**config.mk**
```make
export PLATFORM = sky130hd
export DESIGN_NAME = ppit_ram
export DESIGN_NICKNAME = d
export VERILOG_FILES = /design/src/rtl/core/ppit_ram.sv
export SDC_FILE = /design/constraint.sdc
export NUM_CORES = 1
export LEC_CHECK = 0
export BUFFER_PORTS_ARGS = -buffer_cell sky130_fd_sc_hd__buf_4
export CAP_MARGIN = 20
export CORE_AREA = 2 2 111 113
export DETAILED_ROUTE_END_ITERATION = 6
export DIE_AREA = 0 0 113 115
export PLACE_DENSITY = 0.59
export SKIP_CTS_REPAIR_TIMING = 1
export SLEW_MARGIN = 15
export SYNTH_ARGS = -nofsm -noshare
export SYNTH_HDL_FRONTEND = slang
export SYNTH_SLANG_ARGS = --single-unit
```
**constraint.sdc**
```tcl
create_clock -name clk_i -period 2.4 [get_ports clk_i]
set_clock_uncertainty 0.15 [all_clocks]
set_input_delay 0.36 -clock clk_i [delete_from_list [all_inputs] [get_ports clk_i]]
set_output_delay 0.36 -clock clk_i [all_outputs]
set_load 0.005 [all_outputs]
```
**src/rtl/core/ppit_ram.sv**
```systemverilog
module ppit_ram #(
  parameter int Width = 8,
  parameter int Depth = 16
) (
  input  logic                     clk_i,
  input  logic                     wr_en_i,
  input  logic [$clog2(Depth)-1:0] wr_addr_i,
  input  logic [Width-1:0]         wr_data_i,
  input  logic                     rd_en_i,
  input  logic [$clog2(Depth)-1:0] rd_addr_i,
  output logic [Width-1:0]         rd_data_o
);

  logic [Width-1:0] mem_q [Depth];

  always_ff @(posedge clk_i) begin
    if (wr_en_i) begin
      mem_q[wr_addr_i] <= wr_data_i;
    end
    if (rd_en_i) begin
      rd_data_o <= mem_q[rd_addr_i];
    end
  end

endmodule

```
==> flow_summary.json <==
{
  "run_status": "complete, but fails checks",
  "failed_checks": "design-rule violations",
  "final_net_count": 303,
  "most_numerous_cell_types_in_the_synthesized_netlist": "sky130_fd_sc_hd__edfxtp_1, sky130_fd_sc_hd__mux4_2, sky130_fd_sc_hd__a22oi_1",
  "ff2ff_path_depth": 3,
  "worst_setup_path_end_kind": "flip-flop",
  "max_slew.worst_pin.slew_ns": 0.458,
  "filler_cell_count": 892,
  "die_w_um": 113,
  "maxSlewHeadroom": 0.694,
  "placed_cells_incl_taps": 412,
  "antenna_found_initial": 0,
  "peakVddDrop_v": 0.000370,
  "unrepaired_setup_endpoints_after_global_routing": "no",
  "post_synth_instance_area_um2": 5230,
  "postSynthRegisterBits": 136,
  "synth.lib_cells_used.distinct": 18,
  "core_area_um2": 11800,
  "worst_ep_required_time_ns": 2.41,
  "die_y_um": 115,
  "antenna-diode-count": 0,
  "route.detailed.drc": 3,
  "synth_flop_cell": "sky130_fd_sc_hd__edfxtp_1",
  "critPathMaxFanout": 17,
  "drt_pre_antenna_iters": 6,
  "fp-row-count": 40,
  "slew_violations": 0,
  "buffer_ports.inserted": 26,
  "timing.final.crit_share": 0.734,
  "wirelength_um": 9900,
  "syn_to_final_growth_pct": 20.7,
  "synth-edff-count": 136,
  "synth_top_area_share": 0.781,
  "clockRootBuffer": "sky130_fd_sc_hd__clkbuf_16",
  "die-area_um2": 13000,
  "hold_viol": 0,
  "startpoint_type_of_the_worst_setup_path": "primary input",
  "setup.worst_path.end": "rd_data_o[4]",
  "synth_top_area_cell": "sky130_fd_sc_hd__edfxtp_1",
  "layout.cells.non_filler": 444,
  "leakagePower_nw": 2.15,
  "cts.sinks": 136,
  "clock_path_buffers": 2,
  "clock_transition_at_the_registers_of_the_reported_paths_ns": 0.06,
  "pwr_density_cell_nw_per_um2": 897,
  "finalWeightedCongestion": 0.685,
  "worstPathArrival_ns": 1.77,
  "max_freq_ghz": 0.568,
  "syn-num-nets": 248,
  "worstHoldPathType": "in2reg",
  "cells_taking_the_most_area_after_synthesis": "sky130_fd_sc_hd__edfxtp_1, sky130_fd_sc_hd__mux4_2, sky130_fd_sc_hd__mux4_1",
  "via_count_of_the_first_global_routing_pass": 2464,
  "io_pins": 27,
  "detailed_place_hpwl_um": 6310,
  "tritoncts.num_buffers": 17,
  "synth_async_sr_flop_share": 0,
  "globalRouteOverflowTotal": 0,
  "route.vias.total": 2467,
  "grt_start_max_net_pins": 30,
  "finalCriticalPeriod_ns": 1.76,
  "capture_point_of_the_worst_reg_to_reg_path": "rd_data_o[2]",
  "synthesis.area_per_instance_um2": 22.8,
  "final-setup-viol-count": 0,
  "max_capacitance_violation_total": 0,
  "most_frequently_used_cell_type_in_the_post_synthesis_netlist": "sky130_fd_sc_hd__edfxtp_1",
  "clock_tree_from_tritoncts": "done",
  "ff2ff_setup_slack_ns": 0.70,
  "clkLatencyLatePin_ns": 0.41,
  "htree_levels": 4,
  "setup-tns-final_ns": 0,
  "number_of_violations_reported_at_the_end_of_detailed_routing_iteration_0": 190,
  "kind_of_critical_path": "in2reg",
  "grt_first_pass_wirelength_um": 15000,
  "yosys_warnings": 0,
  "critical_path.startpoint": "rd_addr_i[0]",
  "worst_r2r_start": "mem_q[4][2]",
  "sequential_cell_area_fraction_in_the_yosys_report": 0.781,
  "post_route_cells_drive_above_1_share": 0.323,
  "globalRouteTotalUtil": 0.166,
  "antenna_violating_nets_post_route": 0,
  "via_density": 5.56,
  "post_synth_inst_count": 229,
  "routedWlPerCell_um": 22.3,
  "initial_core_util": 0.443
}
metal layers:
| metal | GRT usage | vias up | wire (um) |
|---|---|---|---|
| met1 | 0.225 | 1287 | 4450 |
| met4 | 0.0724 | 0 | 155 |
| li1 | - | 1096 | - |
| met5 | 0 | - | 0 |
| met2 | 0.251 | 72 | 4830 |
| met3 | 0.0532 | 12 | 459 |
worst min-delay path by stage:
stage	start	end	slack (ns)	depth (start not counted)
final	rd_en_i	rd_data_o[2]	0.1	1
after CTS	rd_en_i	rd_data_o[2]	0.09	1
after global placement	wr_data_i[6]	mem_q[7][6]	0.51	1
after floorplan	wr_data_i[0]	mem_q[0][0]	0.31	0
after detailed placement	wr_data_i[3]	mem_q[6][3]	0.52	1
after global routing	rd_en_i	rd_data_o[2]	0.08	1
cell type report:
| type | count | area (um^2) | area share |
|---|---|---|---|
| Sequential cell | 136 | 4080 | 0.647 |
| Multi-Input combinational cell | 83 | 1060 | 0.168 |
| Clock buffer | 18 | 429 | 0.0680 |
| Timing Repair Buffer | 46 | 358 | 0.0567 |
| Clock inverter | 14 | 199 | 0.0315 |
| Tap cell | 147 | 184 | 0.0291 |
critical path, cell delays in order:
cell and delay [ns]:
sky130_fd_sc_hd__buf_4 0.28, sky130_fd_sc_hd__buf_12 0.23, sky130_fd_sc_hd__mux4_2 0.51, sky130_fd_sc_hd__a22oi_1 0.28, sky130_fd_sc_hd__nand2_1 0.09
cell usage in the layout, fill, tap and decap left out, drive strengths merged, types with 4 or more instances in the layout:
master | synthesis | final
nand2 | 9 | 9
mux4 | 32 | 32
a22oi | 16 | 16
buf | 7 | 46
clkbuf | 0 | 18
bufinv | 0 | 4
nor2 | 13 | 13
nor3 | 4 | 4
clkinv | 0 | 7
edfxtp | 136 | 136
state kept, by name, indices dropped and copies added (netlist names):
register	flops
mem_q	128
rd_data_o	8
power breakdown:
group / internal (mW) / switching [mW] / total, mW
Combinational: 0.118 / 0.137 / 0.255
Clock: 1.75 / 0.967 / 2.71
Sequential: 2.68 / 0.0126 / 2.69
metrics by stage:
step	total power [mW]	util	cell area (um^2)	setup slack, ns	hold WS [ns]
3_5_place_dp	3.00	0.481	5680	0.200	0.523
2_1_floorplan	2.87	-	5230	0.397	0.309
3_3_place_gp	2.99	0.481	5680	0.212	0.512
6_report	5.66	0.534	6310	0.639	0.0995
4_1_cts	5.71	0.534	6310	0.636	0.0920
5_1_grt	5.86	0.534	6310	0.592	0.0824
cell families after synthesis:
kind of cell           synth area share
multiplexers                      0.148
AND/OR/NAND/NOR                  0.0314
buffers and inverters            0.0165
flip-flops                        0.781
AO/OA/AOI/OAI                    0.0230
Note: power is estimated with default switching activity, not from simulation.
