`src/rtl/core/ppit_pkg.sv`:
```
package ppit_pkg;

  localparam int MaxVerts = 1024;
  localparam int AddrW    = $clog2(MaxVerts);
  localparam int CntW     = AddrW + 1;
  localparam int FracBits = 8;
  localparam int CoordW   = 32;
  localparam int QueryW   = 24;
  localparam int OutCntW  = 11;
  localparam int OpW      = CoordW + 1;
  localparam int ProdW    = 2 * OpW;
  localparam int FcW      = CoordW + 4;
  localparam int ItW      = $clog2(OpW);
  localparam int VertW    = 2 * CoordW + 1;

  typedef enum logic [1:0] {
    KindLoad  = 2'd0,
    KindQuery = 2'd1,
    KindClear = 2'd2
  } kind_e;

  typedef struct packed {
    logic              last;
    logic [CoordW-1:0] y;
    logic [CoordW-1:0] x;
  } vert_t;

  typedef struct packed {
    logic query_start;
    logic load_cur;
    logic mark_start;
    logic step;
    logic edge_sel;
    logic edge_setup;
    logic mul_step;
    logic div_step;
    logic edge_fin;
    logic out_load;
    logic ovf;
  } cmd_t;

  typedef struct packed {
    logic straddle;
    logic ring_last;
  } sts_t;

endpackage

```
`src/rtl/core/ppit_ctrl.sv`:
```
module ppit_ctrl (
  input  logic                        clk_i,
  input  logic                        rst_ni,
  input  logic                        in_valid_i,
  output logic                        in_stall_o,
  input  logic [1:0]                  kind_i,
  output logic                        out_valid_o,
  input  logic                        out_stall_i,
  output logic                        wr_en_o,
  output logic [ppit_pkg::AddrW-1:0]  wr_addr_o,
  output logic                        rd_en_o,
  output logic [ppit_pkg::AddrW-1:0]  rd_addr_o,
  output ppit_pkg::cmd_t              cmd_o,
  input  ppit_pkg::sts_t              sts_i
);

  typedef enum logic [3:0] {
    StIdle,
    StRead,
    StLoad,
    StEdge,
    StMul,
    StDiv,
    StFin,
    StAfter,
    StNext,
    StOut
  } state_e;

  state_e                       state_q;
  logic [ppit_pkg::CntW-1:0]    cnt_q;
  logic                         ovf_q;
  logic [ppit_pkg::AddrW-1:0]   idx_q;
  logic                         first_q;
  logic                         closing_q;
  logic                         sel_q;
  logic [ppit_pkg::ItW-1:0]     it_q;
  logic                         out_valid_q;
  logic                         accept;
  logic                         is_last;
  logic                         out_free;

  assign accept    = in_valid_i && (state_q == StIdle);
  assign is_last   = (ppit_pkg::CntW'(idx_q) + 1'b1) == cnt_q;
  assign out_free  = !out_valid_q || !out_stall_i;

  assign in_stall_o  = (state_q != StIdle);
  assign out_valid_o = out_valid_q;
  assign wr_en_o     = accept && (kind_i == ppit_pkg::KindLoad) &&
                       (cnt_q < ppit_pkg::CntW'(ppit_pkg::MaxVerts));
  assign wr_addr_o   = cnt_q[ppit_pkg::AddrW-1:0];
  assign rd_en_o     = (state_q == StRead);
  assign rd_addr_o   = idx_q;

  always_comb begin
    cmd_o             = '0;
    cmd_o.ovf         = ovf_q;
    cmd_o.edge_sel    = sel_q;
    cmd_o.mark_start  = first_q;
    cmd_o.query_start = accept && (kind_i == ppit_pkg::KindQuery);
    cmd_o.load_cur    = (state_q == StLoad);
    cmd_o.edge_setup  = (state_q == StEdge) && sts_i.straddle;
    cmd_o.mul_step    = (state_q == StMul);
    cmd_o.div_step    = (state_q == StDiv);
    cmd_o.edge_fin    = (state_q == StFin);
    cmd_o.step        = (state_q == StNext);
    cmd_o.out_load    = (state_q == StOut) && out_free;
  end

  always_ff @(posedge clk_i or negedge rst_ni) begin
    if (!rst_ni) begin
      state_q     <= StIdle;
      cnt_q       <= '0;
      ovf_q       <= 1'b0;
      idx_q       <= '0;
      first_q     <= 1'b1;
      closing_q   <= 1'b0;
      sel_q       <= 1'b0;
      it_q        <= '0;
      out_valid_q <= 1'b0;
    end else begin
      if ((state_q == StOut) && out_free) begin
        out_valid_q <= 1'b1;
      end else if (!out_stall_i) begin
        out_valid_q <= 1'b0;
      end
      unique case (state_q)
        StIdle: begin
          if (in_valid_i) begin
            unique case (kind_i)
              ppit_pkg::KindLoad: begin
                if (cnt_q < ppit_pkg::CntW'(ppit_pkg::MaxVerts)) begin
                  cnt_q <= cnt_q + 1'b1;
                end else begin
                  ovf_q <= 1'b1;
                end
              end
              ppit_pkg::KindClear: begin
                cnt_q <= '0;
                ovf_q <= 1'b0;
              end
              ppit_pkg::KindQuery: begin
                idx_q   <= '0;
                first_q <= 1'b1;
                state_q <= (cnt_q == '0) ? StOut : StRead;
              end
              default: begin
              end
            endcase
          end
        end
        StRead: begin
          state_q <= StLoad;
        end
        StLoad: begin
          closing_q <= sts_i.ring_last || is_last;
          if (!first_q) begin
            sel_q   <= 1'b0;
            state_q <= StEdge;
          end else if (sts_i.ring_last || is_last) begin
            sel_q   <= 1'b1;
            state_q <= StEdge;
          end else begin
            state_q <= StNext;
          end
        end
        StEdge: begin
          it_q    <= '0;
          state_q <= sts_i.straddle ? StMul : StAfter;
        end
        StMul: begin
          if (it_q == ppit_pkg::ItW'(ppit_pkg::OpW - 1)) begin
            it_q    <= '0;
            state_q <= StDiv;
          end else begin
            it_q <= it_q + 1'b1;
          end
        end
        StDiv: begin
          if (it_q == ppit_pkg::ItW'(ppit_pkg::OpW - 1)) begin
            state_q <= StFin;
          end else begin
            it_q <= it_q + 1'b1;
          end
        end
        StFin: begin
          state_q <= StAfter;
        end
        StAfter: begin
          if (!sel_q && closing_q) begin
            sel_q   <= 1'b1;
            state_q <= StEdge;
          end else begin
            state_q <= StNext;
          end
        end
        StNext: begin
          first_q <= closing_q;
          if (is_last) begin
            state_q <= StOut;
          end else begin
            idx_q   <= idx_q + 1'b1;
            state_q <= StRead;
          end
        end
        StOut: begin
          if (out_free) begin
            state_q <= StIdle;
          end
        end
        default: begin
          state_q <= StIdle;
        end
      endcase
    end
  end

endmodule

```
`config.mk`:
```
export PLATFORM = sky130hd
export DESIGN_NAME = ppit_ctrl
export DESIGN_NICKNAME = d
export VERILOG_FILES = /design/src/rtl/core/ppit_pkg.sv /design/src/rtl/core/ppit_ctrl.sv
export SDC_FILE = /design/constraint.sdc
export NUM_CORES = 1
export LEC_CHECK = 0
export BUFFER_PORTS_ARGS = -buffer_cell sky130_fd_sc_hd__buf_4
export CAP_MARGIN = 30
export CORE_UTILIZATION = 60
export DETAILED_ROUTE_END_ITERATION = 6
export GPL_ROUTABILITY_DRIVEN = 0
export PLACE_DENSITY = 0.84
export SETUP_SLACK_MARGIN = 0.02
export SYNTH_ARGS = -nofsm -noshare
export SYNTH_HDL_FRONTEND = slang
export SYNTH_SLANG_ARGS = --single-unit
```
`constraint.sdc`:
```
create_clock -name clk_i -period 3.8 [get_ports clk_i]
set_input_delay 0.76 -clock clk_i [delete_from_list [all_inputs] [get_ports clk_i]]
set_output_delay 0.76 -clock clk_i [all_outputs]
set_load 0.005 [all_outputs]
```
==> results.toml, run 1 <==
[route]
ant_nets = 0
wl_met3_um = 412
route.met2.wl_um = 3010
drt_first_pass_iters = 5
vias = 2513
viasPerCell = 6.20
drt-total-wl_um = 6370
wl_met1_um = 2860
wire_per_inst_um = 15.7
maxUsedRoutingLayer = "met4"
drc = 0
drt_iter0_markers = 291

[clock_network]
cts_root_buf = "clkbuf_8"
clock_sinks = 36
cts_setup_buffers = 0
clk_latency_ns = 0.29
cts_tree = "yes"
cts.clk_slew.worst_paths_ns = 0.08
cts_resized = 0
postCtsHoldBufs = 0
clockBufferDepth = 2
htree_num_levels = 2
cts_buffers = 5

[setup_path]
setup.worst_path.start_class = "register"
cp.arrival_ns = 2.33
crit_type = "register to primary output"
ff2ff_path_depth = 7
end_kind = "primary output"
r2r_setup_slack_ns = 0.99
cp_max_fo = 16
r2r-end = "rd_addr_o[3]"
r2r-start = "rd_addr_o[0]"
worstPathRequired_ns = 3.04

[global_routing]
grt_pass1_vias = 2309
grt_max_degree = 37
grt_pass1_wl_um = 10800
overflow = 0
grt.total_usage_pct = 27.9
antenna_found_initial = 0

[timing]
fin_ws_ns = 0.708
slew_viol_final = 0
setup_violations = 0
hold_viol = 0
period_share_pct = 81.4
worstMarginPinSlew_ns = 0.686
max_freq_mhz = 323
relSlewSlack_pct = 53.9
fin_setup_tns_ns = 0
final.min_clock_period_ns = 3.09
rsz0062_at_grt = "false"
finalClockSkew_ns = 0.0119

[synth]
synth_cell_type_count = 62
synthArstFlopShare_pct = 100
synthFlopType = "dfrtp_1"
synth_commonest_cells = "nand2_1, dfrtp_1, nor2_1"
synth_cells = 332
yosysMostFrequentCell = "nand2_1"
syn_nets = 345
yosysTopAreaCell = "dfrtp_1"
synth.top_cell.area_share_pct = 31.9
synth_warnings = 0
synth-edff-count = 0
ys_ff_latch = 36
synth_area_um2 = 2740
seq_area_frac_synth_pct = 32.9
synth.area.top_cells = "dfrtp_1, nand2_1, nor2_1"
syn_area_per_cell_um2 = 8.26

[power_and_ir_drop]
comb_power_share_pct = 47.6
seqPwrFrac_pct = 37.1
power_density_nw_per_um2 = 632
leakage_nw = 1.35
clkPwrFrac_pct = 15.3
p_sw_share_pct = 45.0
switchingPower_uw = 860
p_int_mw = 1.05
ir_drop_mv = 0.361

[flow_run]
drv_cap = 0

[layout]
diodes = 0
drive_gt1_share_pct = 19.0
synthToLayoutAreaGrowth_pct = 10.2
nets = 365

[placed_design]
pre_cts_slack_ns = 1.02
hpwl_um = 4640
io_buffers = 42

[floorplanning]
start_util_pct = 62.6
core_um2 = 4380
rows = 24
fp.dieH_um = 69.6
dieWidth_um = 69.6
ioPinCount = 43
die_area_um2 = 4850

[worst_hold_path]
min_path_type = "input port to asynchronous set/reset pin"

[outcome]
status = "complete, no violations"
cell families after synthesis:
group / count (synthesis) / share of synthesized area (%)
AND/OR/NAND/NOR: 148 / 29.2
AO/OA/AOI/OAI: 77 / 19.2
buffers and inverters: 45 / 9.40
flip-flops: 36 / 32.9
XOR/XNOR: 18 / 5.75
adder cells (fa/ha/maj): 5 / 2.28
multiplexers: 3 / 1.32
stage by stage:
step	util [%]	hold WS (ns)	area, um^2	power [mW]	std cells
final	68.9	0.412	3020	1.91	405
after global routing	68.9	0.456	3020	2.06	405
after CTS	68.9	0.436	3020	1.91	405
after detailed placement	66.8	0.512	2930	1.61	397
after global placement	66.8	0.492	2930	1.59	397
after floorplan	-	0.464	2740	1.35	332
registers in the layout (all words and copies together), names as in the netlist:
name / cells
closing_q: 1
cnt_q: 11
first_q: 1
it_q: 6
out_valid_o: 1
ovf_q: 1
rd_addr_o: 10
sel_q: 1
state_q: 4
worst max path at each step:
stage,startpoint,end,cells after the start
4_1_cts,state_q[1],wr_en_o,4
3_3_place_gp,state_q[1],wr_en_o,4
6_report,state_q[1],wr_en_o,4
2_1_floorplan,state_q[1],wr_en_o,4
3_5_place_dp,state_q[0],wr_en_o,4
5_1_grt,state_q[1],wr_en_o,4
per-layer routing:
layer  global-route usage [%]  vias up
met5                        0        -
met4                     9.33        0
met3                     4.94        8
met2                     43.4       87
met1                     39.5     1210
li1                         -     1208
worst max-delay path, cell delays in order (launching register included):
cell and delay, ns:
dfrtp_1 0.53, or4_4 0.61, or3b_1 0.57, nor3_1 0.20, buf_4 0.14
cell usage in the layout, fill, tap and decap left out, drive strengths merged, types with 10 or more instances in the layout:
| master | instances |
|---|---|
| o21ai | 25 |
| nand3 | 10 |
| nor3 | 20 |
| inv | 15 |
| dfrtp | 35 |
| xor2 | 11 |
| nor2 | 34 |
| a21oi | 13 |
| buf | 43 |
| nand2 | 44 |
power by group through the flow:
stage          logic [mW]  clock network, mW  registers [mW]
2_1_floorplan       0.745                  0           0.607
3_3_place_gp        0.883                  0           0.704
3_5_place_dp        0.902                  0           0.710
4_1_cts             0.909              0.294           0.702
5_1_grt              1.02              0.311           0.733
6_report            0.910              0.292           0.708
cell type report:
class,count,area (um^2)
multi-input combinational,251,1580
timing repair buffer,43,323
tap,52,65.1
inverter,15,56.3
fill,362,1360
sequential,36,902
clock buffer,7,86.3
clock inverter,1,7.51
Power figures use the tool's default switching activity.
==> run 2, diff against run 1 <==
--- a/config.mk
+++ b/config.mk
@@ -5,12 +5,13 @@
 export SDC_FILE = /design/constraint.sdc
 export NUM_CORES = 1
 export LEC_CHECK = 0
+export ABC_AREA = 1
 export BUFFER_PORTS_ARGS = -buffer_cell sky130_fd_sc_hd__buf_4
 export CAP_MARGIN = 30
-export CORE_UTILIZATION = 60
+export CORE_UTILIZATION = 51
 export DETAILED_ROUTE_END_ITERATION = 6
 export GPL_ROUTABILITY_DRIVEN = 0
-export PLACE_DENSITY = 0.84
+export PLACE_DENSITY = 0.76
 export SETUP_SLACK_MARGIN = 0.02
 export SYNTH_ARGS = -nofsm -noshare
 export SYNTH_HDL_FRONTEND = slang
==> constraint.sdc (replaced) <==
create_clock -name clk_i -period 2.5 [get_ports clk_i]
set_input_delay 0.5 -clock clk_i [delete_from_list [all_inputs] [get_ports clk_i]]
set_output_delay 0.5 -clock clk_i [all_outputs]
set_load 0.005 [all_outputs]
==> results.toml, run 2 <==
[placed_design]
dp.cells = 484
hpwl_um = 4680
io_buffers = 42
pre_cts_slack_ns = 0.198

[synth]
syn_area_per_cell_um2 = 6.67
synthMuxAreaShare_pct = 0
synth_area_um2 = 2600
synth-simple-area-share_pct = 40.8
synth_warnings = 0
synth_fa_ha_area_share_pct = 2.41
synth-xor-area-share_pct = 0.337
synthFlopType = "dfrtp_1"
syn_nets = 403
synth_compound_area_share_pct = 8.18
synth.top_cell.area_share_pct = 33.7
synth_cell_type_count = 34
synth_commonest_cells = "nand2_1, inv_1, nand3_1"
ys_ff_latch = 36
seq_area_frac_synth_pct = 34.7
yosysMostFrequentCell = "nand2_1"
yosysTopAreaCell = "dfrtp_1"
synth_cells = 390
synth.area.top_cells = "dfrtp_1, nand2_1, nand3_1"
synthArstFlopShare_pct = 100
synth-edff-count = 0
synth_top_family_by_area = "simple AND/OR/NAND/NOR gates"

[global_routing]
grt.total_usage_pct = 24.1
grt_max_degree = 37
overflow = 0
grt_pass1_wl_um = 10000
grt_pass1_vias = 2293
antenna_found_initial = 0

[floorplanning]
core_um2 = 4820
dieWidth_um = 73.4
rows = 25
fp.dieH_um = 73.4
start_util_pct = 54.0
die_area_um2 = 5390
ioPinCount = 43

[layout]
final_common_cell = "nand2_1"
instances_no_fill = 492
num-fill-cells = 488
regMostFlops = "cnt_q"
largest_register_ffs = 11
nets = 437
final_cell_mix = "nand2_1, inv_1, nand3_1"
synthToLayoutAreaGrowth_pct = 15.6
drive_gt1_share_pct = 17.2
diodes = 0

[setup_path]
cp.arrival_ns = 2.44
cp_max_fo = 11
setup.worst_path.start_class = "register"
crit_type = "register to register"
end_kind = "register"
worstPathRequired_ns = 2.73

[route]
drc = 0
vias = 2492
ant_nets = 0
wire_per_inst_um = 12.1
drt-total-wl_um = 5980
drt_iter0_markers = 155
drt_first_pass_iters = 4
viasPerCell = 5.07

[clock_network]
postCtsHoldBufs = 0
htree_num_levels = 2
clock_sinks = 36
clk_latency_ns = 0.30
cts.clk_slew.worst_paths_ns = 0.07
cts_root_buf = "clkbuf_8"
clockBufferDepth = 2
cts_tree = "yes"
cts_buffers = 5

[timing]
fin_setup_tns_ns = 0
rsz0062_at_grt = "false"
worstMarginPinSlew_ns = 0.487
finalClockSkew_ns = 0.00711
max_freq_mhz = 452
relSlewSlack_pct = 67.3
slew_viol_final = 0
fin_ws_ns = 0.286
final.min_clock_period_ns = 2.21
hold_viol = 0
setup_violations = 0
period_share_pct = 88.6

[power_and_ir_drop]
leakage_nw = 1.55
clkPwrFrac_pct = 19.6
p_sw_share_pct = 42.8
seqPwrFrac_pct = 33.6
comb_power_share_pct = 46.8
p_int_mw = 1.51
power_density_nw_per_um2 = 879
ir_drop_mv = 0.476
switchingPower_mw = 1.13

[worst_hold_path]
min_path_type = "input port to asynchronous set/reset pin"

[outcome]
status = "complete, no violations"

[flow_run]
drv_cap = 0
[run 2: changes by cell type in the layout (fill, tap and decap cells not counted), sizes merged, moves of 10 or more]
cell   previous run  this run
nand3            10        52
inv              15        63
o21ai            25        13
nand2            44       102
xor2             11         1
nor2             34        49
[run 2: power by group through the flow]
| stage | sequential (mW) | clock, mW | combinational, mW |
|---|---|---|---|
| after detailed placement | 0.895 | 0 | 1.23 |
| after global placement | 0.888 | 0 | 1.22 |
| after floorplan | 0.851 | 0 | 0.933 |
| after global routing | 0.908 | 0.553 | 1.42 |
| after CTS | 0.885 | 0.530 | 1.24 |
| final | 0.888 | 0.517 | 1.24 |
[run 2: repair_timing]
action / 4_1_cts / 5_1_grt
gates resized for setup: 0 / 1
endpoints found under the setup margin: 0 / 10
setup buffers: 0 / 0
[run 2: final cells by class]
| class | count | area, um^2 | share of cell area (%) |
|---|---|---|---|
| clock buffer | 5 | 68.8 | 2.29 |
| clock inverter | 3 | 42.5 | 1.41 |
| inverter | 65 | 244 | 8.11 |
| multi-input combinational | 274 | 1350 | 44.9 |
| sequential | 36 | 902 | 30.0 |
| tap | 67 | 83.8 | 2.79 |
| timing repair buffer | 42 | 315 | 10.5 |
[run 2: per-stage QoR]
stage / hold WS (ns) / instance area, um^2 / power [mW] / util, %
floorplan: 0.204 / 2600 / 1.78 / -
global placement: 0.488 / 2890 / 2.10 / 60.0
detailed placement: 0.492 / 2890 / 2.13 / 60.0
CTS: 0.172 / 3000 / 2.65 / 62.3
global route: 0.187 / 3010 / 2.88 / 62.4
finish: 0.155 / 3010 / 2.64 / 62.4
[run 2: per-layer routing]
metal	wire, um	GRT usage [%]
met1	2960	33.1
met2	2670	38.3
met3	284	5.35
met4	64	6.84
met5	0	0
[run 2: path summary, 6_finish.rpt]
kind | slack [ns] | end | cells after the start | from
max in group asynchronous | 2.01 | first_q | 1 | rst_ni
setup reg to reg | 0.29 | rd_addr_o[2] | 13 | rd_addr_o[0]
hold reg to reg | 0.53 | out_valid_o | 2 | out_valid_o
min in group clk_i | 0.44 | out_valid_o | 3 | out_stall_i
setup / recovery | 0.29 | rd_addr_o[2] | 13 | rd_addr_o[0]
hold / removal | 0.16 | rd_addr_o[8] | 1 | rst_ni
[run 2: logic make-up (layout without fill, tap and decap cells)]
group | after synthesis | after routing
AO/OA/AOI/OAI | 38 | 38
adder cells (fa/ha/maj) | 5 | 5
AND/OR/NAND/NOR | 230 | 230
XOR/XNOR | 1 | 1
flip-flops | 36 | 36
buffers and inverters | 80 | 115
[run 2: worst max-delay path: stages, from the launching register on]
cell	delay, ns
dfrtp_1	0.47
ha_1	0.26
nand2_4	0.11
o21ai_2	0.15
nand2_1	0.09
nand2_1	0.09
nand3_1	0.08
nor2_1	0.12
nand3_1	0.09
nor3_2	0.12
nand3_2	0.21
nand2_2	0.23
nand2_1	0.07
nand2_1	0.07
