$ cat src/rtl/core/ppit_pkg.sv
package ppit_pkg;

  localparam int MaxVerts = 1024;
  localparam int AddrW    = $clog2(MaxVerts);
  localparam int CntW     = AddrW + 1;
  localparam int FracBits = 8;
  localparam int CoordW   = 32;
  localparam int QueryW   = 24;
  localparam int OutCntW  = 11;
  localparam int OpW      = CoordW + 1;
  localparam int ProdW    = 2 * OpW;
  localparam int FcW      = CoordW + 4;
  localparam int ItW      = $clog2(OpW);
  localparam int VertW    = 2 * CoordW + 1;

  typedef enum logic [1:0] {
    KindLoad  = 2'd0,
    KindQuery = 2'd1,
    KindClear = 2'd2
  } kind_e;

  typedef struct packed {
    logic              last;
    logic [CoordW-1:0] y;
    logic [CoordW-1:0] x;
  } vert_t;

  typedef struct packed {
    logic query_start;
    logic load_cur;
    logic mark_start;
    logic step;
    logic edge_sel;
    logic edge_setup;
    logic mul_step;
    logic div_step;
    logic edge_fin;
    logic out_load;
    logic ovf;
  } cmd_t;

  typedef struct packed {
    logic straddle;
    logic ring_last;
  } sts_t;

endpackage

$ cat src/rtl/core/ppit_dp.sv
module ppit_dp (
  input  logic                             clk_i,
  input  logic                             rst_ni,
  input  logic signed [ppit_pkg::QueryW-1:0] query_x_i,
  input  logic signed [ppit_pkg::QueryW-1:0] query_y_i,
  input  ppit_pkg::vert_t                  rd_data_i,
  input  ppit_pkg::cmd_t                   cmd_i,
  output ppit_pkg::sts_t                   sts_o,
  output logic                             inside_res_o,
  output logic [ppit_pkg::OutCntW-1:0]     crossing_count_o,
  output logic                             overflow_o
);

  localparam int OpW = ppit_pkg::OpW;
  localparam int FcW = ppit_pkg::FcW;

  logic signed [ppit_pkg::QueryW-1:0] qx_q;
  logic signed [ppit_pkg::CoordW-1:0] yq_q;
  ppit_pkg::vert_t                    cur_q, prev_q, start_q;
  ppit_pkg::vert_t                    va, vb;
  logic [ppit_pkg::OutCntW-1:0]       count_q;

  logic signed [ppit_pkg::CoordW-1:0] x0_q;
  logic                               neg_q;
  logic [OpW-1:0]                     mag_q, mplr_q, dy_q;
  logic [ppit_pkg::ProdW-1:0]         acc_q;

  logic signed [ppit_pkg::CoordW-1:0] ay, by;
  logic signed [OpW-1:0]              x0e, y0e, x1e, y1e, yqe, dxs, dyw, tw;
  logic signed [ppit_pkg::CoordW-1:0] x0s;
  logic [OpW:0]                       r2;
  logic                               ge;
  logic [OpW:0]                       nr;
  logic                               rnz;
  logic signed [FcW-1:0]              x0f, qdf, fc, fl, tr, qxf;
  logic                               hit;

  assign va = cmd_i.edge_sel ? cur_q : prev_q;
  assign vb = cmd_i.edge_sel ? start_q : cur_q;
  assign ay = $signed(va.y);
  assign by = $signed(vb.y);

  assign sts_o.straddle  = (ay > yq_q) != (by > yq_q);
  assign sts_o.ring_last = rd_data_i.last;

  always_comb begin
    if (ay < by) begin
      x0s = $signed(va.x);
      x0e = OpW'($signed(va.x));
      y0e = OpW'(ay);
      x1e = OpW'($signed(vb.x));
      y1e = OpW'(by);
    end else begin
      x0s = $signed(vb.x);
      x0e = OpW'($signed(vb.x));
      y0e = OpW'(by);
      x1e = OpW'($signed(va.x));
      y1e = OpW'(ay);
    end
    yqe = OpW'(yq_q);
    dxs = x1e - x0e;
    dyw = y1e - y0e;
    tw  = yqe - y0e;
  end

  // one restoring division step on the upper half of acc
  assign r2 = {acc_q[ppit_pkg::ProdW-1:OpW], acc_q[OpW-1]};
  assign ge = r2 >= {1'b0, dy_q};
  assign nr = ge ? (r2 - {1'b0, dy_q}) : r2;

  always_comb begin
    rnz = |acc_q[ppit_pkg::ProdW-1:OpW];
    x0f = FcW'(x0_q);
    qdf = $signed(FcW'(acc_q[OpW-1:0]));
    qxf = FcW'(qx_q);
    if (neg_q) begin
      fc = x0f - qdf - FcW'(rnz);
    end else begin
      fc = x0f + qdf;
    end
    fl = rnz ? (-fc - FcW'(1)) : -fc;
    if (!fc[FcW-1]) begin
      tr = fc >>> ppit_pkg::FracBits;
    end else begin
      tr = -(fl >>> ppit_pkg::FracBits);
    end
    hit = tr >= qxf;
  end

  always_ff @(posedge clk_i or negedge rst_ni) begin
    if (!rst_ni) begin
      count_q <= '0;
    end else if (cmd_i.query_start) begin
      count_q <= '0;
    end else if (cmd_i.edge_fin && hit) begin
      count_q <= count_q + 1'b1;
    end
  end

  always_ff @(posedge clk_i) begin
    if (cmd_i.query_start) begin
      qx_q <= query_x_i;
      yq_q <= ppit_pkg::CoordW'(query_y_i) <<< ppit_pkg::FracBits;
    end
    if (cmd_i.load_cur) begin
      cur_q <= rd_data_i;
      if (cmd_i.mark_start) begin
        start_q <= rd_data_i;
      end
    end
    if (cmd_i.step) begin
      prev_q <= cur_q;
    end
    if (cmd_i.edge_setup) begin
      x0_q   <= x0s;
      neg_q  <= dxs[OpW-1];
      mag_q  <= dxs[OpW-1] ? OpW'(-dxs) : OpW'(dxs);
      mplr_q <= OpW'(tw);
      dy_q   <= OpW'(dyw);
      acc_q  <= '0;
    end else if (cmd_i.mul_step) begin
      acc_q  <= {acc_q[ppit_pkg::ProdW-2:0], 1'b0} +
                (mplr_q[OpW-1] ? {{OpW{1'b0}}, mag_q} : '0);
      mplr_q <= {mplr_q[OpW-2:0], 1'b0};
    end else if (cmd_i.div_step) begin
      acc_q <= {nr[OpW-1:0], acc_q[OpW-2:0], ge};
    end
    if (cmd_i.out_load) begin
      inside_res_o     <= count_q[0];
      crossing_count_o <= count_q;
      overflow_o       <= cmd_i.ovf;
    end
  end

endmodule

$ cat config.mk
export PLATFORM = sky130hd
export DESIGN_NAME = ppit_dp
export DESIGN_NICKNAME = d
export VERILOG_FILES = /design/src/rtl/core/ppit_pkg.sv /design/src/rtl/core/ppit_dp.sv
export SDC_FILE = /design/constraint.sdc
export NUM_CORES = 1
export LEC_CHECK = 0
export BUFFER_PORTS_ARGS = -buffer_cell sky130_fd_sc_hd__buf_2
export CAP_MARGIN = 20
export CELL_PAD_IN_SITES_DETAIL_PLACEMENT = 1
export CELL_PAD_IN_SITES_GLOBAL_PLACEMENT = 2
export CORE_MARGIN = 4
export CORE_UTILIZATION = 25
export CTS_CLUSTER_DIAMETER = 50
export CTS_CLUSTER_SIZE = 14
export DETAILED_ROUTE_END_ITERATION = 10
export PLACE_DENSITY_LB_ADDON = 0.2
export REMOVE_ABC_BUFFERS = 1
export SKIP_CTS_REPAIR_TIMING = 1
export SYNTH_ARGS = -nofsm -noshare
export SYNTH_HDL_FRONTEND = slang
export SYNTH_SLANG_ARGS = --single-unit
$ cat constraint.sdc
create_clock -name clk_i -period 10.1 [get_ports clk_i]
set_input_delay 0.505 -clock clk_i [delete_from_list [all_inputs] [get_ports clk_i]]
set_output_delay 0.505 -clock clk_i [all_outputs]
set_load 0.02 [all_outputs]
==> results of run 1 <==
[area by class of cell]
cell class	count	area, µm²	area share [%]
multi-input combinational	3427	24900	50.6
sequential	461	13100	26.6
timing repair buffer	566	4260	8.66
tap	2058	2570	5.23
clock buffer	102	2360	4.79
inverter	311	1170	2.37
clock inverter	63	848	1.72
antenna	2	5.00	0.0102
[layer usage]
layer,global-route usage [%],part of all wire (%)
met5,0,0
met4,3.00,1.5
met3,2.10,2.3
met2,28.2,48
met1,21.6,48
[metrics by stage]
stage	power, µW	setup TNS, ns	cells	area (µm²)
2_1_floorplan	7570	-50.35	4199	38600
3_5_place_dp	10100	-1.03	6704	44300
6_report	13600	0	6990	49300
5_1_grt	14700	-0.306	6989	49300
4_1_cts	13400	-1.72	6869	47500
3_3_place_gp	10100	-0.348	6704	44300
[state kept, by name, indices dropped and copies added, names as in the netlist, 11 cells and up]
signal and count:
acc_q 66, count_q 11, crossing_count_o 11, cur_q 64
dy_q 33, mag_q 33, mplr_q 33, prev_q 64
qx_q 24, start_q 64, x0_q 32, yq_q 24
[placed cells by master (no fill, tap or decap), types with 41 or more instances in the layout]
master         count
edfxtp_1         384
nor2_1           355
ha_1             343
buf_4            317
nand2_1          314
inv_1            306
a21oi_1          263
o21ai_0          220
xnor2_1          220
mux2i_1          214
buf_2            133
a21o_1           110
dlygate4sd3_1    105
nor3_1            94
xor2_1            94
clkbuf_16         91
nand3_1           88
nand4_1           74
a211oi_1          70
nor2b_1           67
dfxtp_1           66
mux2_2            63
o211ai_1          59
and2_1            54
nand2b_1          52
or3_1             49
and3_1            47
nor4_1            42
a31oi_1           41
[how the worst min path moves through the flow]
stage | cells after the start | end
floorplan | 0 | count_q[0]
CTS | 1 | count_q[8]
finish | 1 | cur_q[25]
global placement | 1 | count_q[8]
global route | 1 | cur_q[36]
detailed placement | 1 | count_q[8]
[power by group through the flow]
| stage | Clock, µW | Combinational (µW) | Sequential, µW |
|---|---|---|---|
| floorplan | 0 | 4890 | 2680 |
| detailed placement | 0 | 7410 | 2720 |
| finish | 3190 | 7710 | 2680 |
| global route | 3380 | 8600 | 2720 |
| global placement | 0 | 7360 | 2700 |
| CTS | 3300 | 7450 | 2680 |
[logic make-up after synthesis]
| kind of cell | after synthesis | synth area share (%) |
|---|---|---|
| and+or+nand+nor | 1394 | 18.1 |
| AOI/OAI and AO/OA | 1085 | 18.1 |
| buffers and inverters | 473 | 4.62 |
| DFF | 461 | 33.5 |
| adders and majority gates | 350 | 11.3 |
| xor gates and xnor gates | 321 | 7.18 |
| muxes | 277 | 7.27 |
==> impl_summary.txt, run 1 <==
----------------------------------------------------
[Run status]
  Outcome ... completed

[GRT]
  Overall fraction of global-route tracks in use ... 16.2%
  Wire length of the first global-routing pass ... 209000 µm
  Via count of the first global-routing pass ... 35142
  Pin count of the biggest net entering global routing ... 86
  Remaining global-route overflow ... 0
  Antenna violations before repair ... 3

[Placement]
  Number of input and output port buffers inserted ... 138
  Setup slack after placement ... -0.150 ns
  Weighted congestion at the end of routability-driven global placement ... 0.806
  Half-perimeter wire length after placement ... 106000 µm

[Pwr]
  VDD IR-drop max ... 0.141 mV
  Portion of total power attributed to combinational logic ... 56.8%
  Pwr dens ... 276 mW/mm²
  Sw Share ... 42.4%
  Internal power ... 7820 µW
  Leakage power ... 0.0207 µW
  Net switching component of the power ... 5760 µW
  Portion of total power attributed to the clock network ... 23.5%
  Sequential fraction of design power ... 19.7%

[CTS]
  Clk slew on worst S/H paths ... 0.06 ns
  Cell at the root of the clock tree ... clkbuf_16
  Number of sinks on the clock net ... 461
  Number of buffers added by the clock tree synthesis step ... 88
  CTS tree ... built
  Clock insertion delay at the later pin of the skew report ... 0.72 ns
  H-tree depth ... 3
  Maximum clock insertion buffer count ... 3

[Drt]
  Per-cell routed wire length ... 19.4 µm
  Sum of routed wire length over all layers ... 136000 µm
  Via density per instance ... 4.86
  Initial DRC Count ... 1319
  Routed vias ... 33989
  Remaining antenna violation count after routing ... 0
  # DRC ... 0
  Total iterations of the first detailed-routing run ... 5

[Logic synthesis]
  Top-area cell type share of the netlist area ... 29.4%
  Leading cell types by count after synthesis ... 384 x edfxtp_1, 360 x nor2_1, 344 x ha_1
  Yosys Warn Count ... 0
  Total of flip-flops plus latches after synthesis ... 461
  Netlist area before placement ... 0.0392 mm²
  Library cell with the largest summed area after synthesis ... edfxtp_1
  Register area share after synthesis ... 33.5%
  Most used DFF post-synth ... edfxtp_1
  Top-count cell post-synth ... edfxtp_1
  Post-Syn Instances ... 4361
  Async SR Flop Fraction ... 2.39%
  Post-synth EDFFs ... 384
  Number of library cell types mapped by synthesis ... 105
  Mean area per synthesized cell ... 9.00 µm²
  Dominant cells by area after synthesis ... edfxtp_1 29%, ha_1 11%, mux2i_1 5.5%

[Setup path]
  Kind of end point of the critical path ... flip-flop
  Data required time at the worst endpoint ... 10.65 ns
  Cell depth of the worst flop-to-flop path ... 44
  Reg-to-reg setup timing slack ... 0.55 ns
  Crit path depth ... 44
  Capture instance of the worst register-to-register path ... count_q[3]
  Start point of the critical path ... acc_q[39]
  Critical-path maximum fanout ... 5
  Largest stage delay on the critical path ... 0.59 ns
  CP Buf/Inv Count ... 8
  Critical path's slowest cell ... or4_4
  Worst Path Class, Setup ... flip-flop to flip-flop
  Launch instance of the worst register-to-register path ... acc_q[39]
  Critical path data arrival time ... 10.10 ns
  Most frequent cell on the critical path ... buf_4
  Critical path's top delay family ... simple AND/OR/NAND/NOR gates
  Worst setup path endpoint ... count_q[3]
  Startpoint kind of the worst setup timing path ... flip-flop

[Floorplanning]
  Die Wd ... 404 µm
  Core area ... 0.156 mm²
  Number of placement rows ... 145
  Top-Level Pins ... 141
  Initial Util ... 25.1%
  Die Outline Area ... 0.163 mm²
  Chip height ... 404 µm

[Timing]
  Final Max Slew Viols ... 0
  Post-route worst setup slack ... 0.547 ns
  Count of endpoints failing setup in the final report ... 0
  Number of endpoints with negative hold slack in the final report ... 0
  Worst Hold Margin ... 0.0550 ns
  Headroom to the max-slew limit ... 32.8%
  Peak Freq ... 0.105 GHz
  Worst clock skew ... 0.0585 ns
  Final critical delay including setup and external delays ... 9.55 ns
  Final worst-path cycle share ... 94.6%
  Slew at the pin closest to its max-slew limit ... 0.998 ns

[Flow run]
  Max-cap violations ... 0

[Hold path]
  Startpoint of the worst hold path ... rd_data_i[25]
  Worst hold path type ... primary input to flip-flop

[Final layout]
  Area growth from synthesis to layout ... 25.6%
  Ratio of cells with drive above 1 in the final layout ... 17.1%
  Nets ... 5331
  Post-layout util ... 31.6%
  Final-layout fill cell count ... 18005

----------------------------------------------------
No activity file was read; power rests on OpenSTA's default activity.
==> run 2, diff against run 1 <==
- CORE_ASPECT_RATIO: unset -> 1.5
==> impl_summary.txt, run 2 (synthesis results as in run 1) <==
----------------------------------------------------
[CTS]
  H-tree depth ... 3
  Number of sinks on the clock net ... 461
  Cell at the root of the clock tree ... clkbuf_16
  Clock insertion delay at the later pin of the skew report ... 0.68 ns
  CTS tree ... built
  Maximum clock insertion buffer count ... 3
  Number of buffers added by the clock tree synthesis step ... 72
  Clk slew on worst S/H paths ... 0.06 ns

[Pwr]
  Pwr dens ... 268 mW/mm²
  VDD IR-drop max ... 0.147 mV
  Leakage power ... 0.0206 µW
  Sw Share ... 43.5%
  Portion of total power attributed to combinational logic ... 60.8%
  Portion of total power attributed to the clock network ... 18.8%
  Internal power ... 7410 µW
  Net switching component of the power ... 5710 µW
  Sequential fraction of design power ... 20.4%

[Drt]
  Sum of routed wire length over all layers ... 140000 µm
  Remaining antenna violation count after routing ... 0
  Via density per instance ... 4.89
  Per-cell routed wire length ... 20.0 µm
  Initial DRC Count ... 1020
  Routed vias ... 34317
  # DRC ... 0
  Total iterations of the first detailed-routing run ... 4

[Floorplanning]
  Top-Level Pins ... 141
  Die Outline Area ... 0.163 mm²
  Initial Util ... 25.2%
  Core area ... 0.155 mm²
  Number of placement rows ... 177
  Chip height ... 493 µm
  Die Wd ... 331 µm

[Final layout]
  Design area ... 0.0489 mm²
  Leading cell type in the layout, fill and taps excluded ... buf_4
  Post-layout util ... 31.4%
  Commonest non-fill, non-tap cells in the layout ... 395 x buf_4, 384 x edfxtp_1, 353 x nor2_1
  Nets ... 5371
  Max reg flops ... 66
  Area growth from synthesis to layout ... 24.5%
  Ratio of cells with drive above 1 in the final layout ... 18.4%
  Register ranked first by flip-flop count ... acc_q

[GRT]
  Antenna violations before repair ... 15
  Via count of the first global-routing pass ... 36728
  Overall fraction of global-route tracks in use ... 16.6%
  Pin count of the biggest net entering global routing ... 124
  Wire length of the first global-routing pass ... 213000 µm
  Remaining global-route overflow ... 0

[Setup path]
  Most frequent cell on the critical path ... buf_4
  Largest stage delay on the critical path ... 0.55 ns
  Critical-path maximum fanout ... 5
  Worst Path Class, Setup ... flip-flop to flip-flop
  Critical path data arrival time ... 10.14 ns
  Start point of the critical path ... acc_q[39]
  Launch instance of the worst register-to-register path ... acc_q[39]
  Critical path's slowest cell ... or4_1
  Startpoint kind of the worst setup timing path ... flip-flop
  Data required time at the worst endpoint ... 10.60 ns
  Kind of end point of the critical path ... flip-flop

[Timing]
  Slew at the pin closest to its max-slew limit ... 0.995 ns
  Final critical delay including setup and external delays ... 9.65 ns
  Headroom to the max-slew limit ... 33.7%
  Final worst-path cycle share ... 95.5%
  Count of endpoints failing setup in the final report ... 0
  Final Max Slew Viols ... 0
  Worst clock skew ... 0.0298 ns
  Number of endpoints with negative hold slack in the final report ... 0
  Peak Freq ... 0.104 GHz

[Run status]
  Outcome ... completed

[Placement]
  Post-Place Cell Area ... 0.0448 mm²
  Half-perimeter wire length after placement ... 113000 µm
  Number of input and output port buffers inserted ... 138
  Weighted congestion at the end of routability-driven global placement ... 0.830

[Hold path]
  Startpoint of the worst hold path ... rd_data_i[49]
  Worst hold path type ... primary input to flip-flop

[Flow run]
  Max-cap violations ... 0

----------------------------------------------------
run 2: cell count changes in the layout (fill, tap and decap cells not counted), sizes merged, moves of 9 or more:
cell	previous run	this run
clkbuf	102	79
dlygate4sd3	105	81
clkinv	28	19
bufinv	14	2
inv	323	336
buf	461	541
run 2: power by group through the flow:
stage	logic (µW)	registers [µW]	clock network, µW
5_1_grt	8890	2710	2650
3_3_place_gp	7610	2700	0
6_report	7980	2670	2470
4_1_cts	7710	2680	2580
3_5_place_dp	7670	2720	0
2_1_floorplan	4890	2680	0
run 2: final timing paths:
kind	end	slack [ns]	depth (start not counted)
setup / recovery	count_q[3]	0.45	49
hold / removal	start_q[49]	0.02	1
setup reg to reg	count_q[3]	0.45	49
hold reg to reg	prev_q[53]	0.47	0
max in group asynchronous	count_q[10]	9.62	2
min in group asynchronous	count_q[7]	0.26	2
run 2: metrics by stage:
step / cells / worst slack, ns / TNS (ns) / total power [µW] / hold WS (ns)
after global routing: 7011 / -0.170 / -1.28 / 14300 / 0.000553
after floorplan: 4199 / -1.67 / -50.35 / 7570 / 0.209
final: 7018 / 0.453 / 0 / 13100 / 0.0245
after detailed placement: 6767 / -0.428 / -3.78 / 10400 / 0.400
after CTS: 6898 / -0.458 / -4.18 / 13000 / -0.344
after global placement: 6767 / -0.380 / -3.15 / 10300 / 0.401
run 2: critical path, delay by kind of cell, from the launching register on:
| kind | cells | cell delay, ns |
|---|---|---|
| simple gates | 16 | 3.36 |
| buf+inv | 12 | 1.73 |
| xor+xnor | 4 | 0.57 |
| flops | 1 | 0.31 |
| fa+ha+maj | 4 | 1.11 |
| compound gates | 12 | 2.12 |
| mux | 1 | 0.29 |
run 2: layer usage:
metal  wire length (µm)  global-route usage [%]  share of wire [%]
met1              50800                    16.1                 36
met4               7320                    8.17                5.2
met3               3980                    2.46                2.8
met2              78000                    33.7                 56
met5                 53                       0              0.038
run 2: cell type report:
class | instances | area [µm²]
Antenna cell | 8 | 20.0
Clock buffer | 79 | 1840
Clock inverter | 52 | 490
Fill cell | 18060 | 107000
Inverter | 311 | 1170
Multi-Input combinational cell | 3427 | 25000
Sequential cell | 461 | 13100
Tap cell | 2058 | 2570
Timing Repair Buffer | 622 | 4650
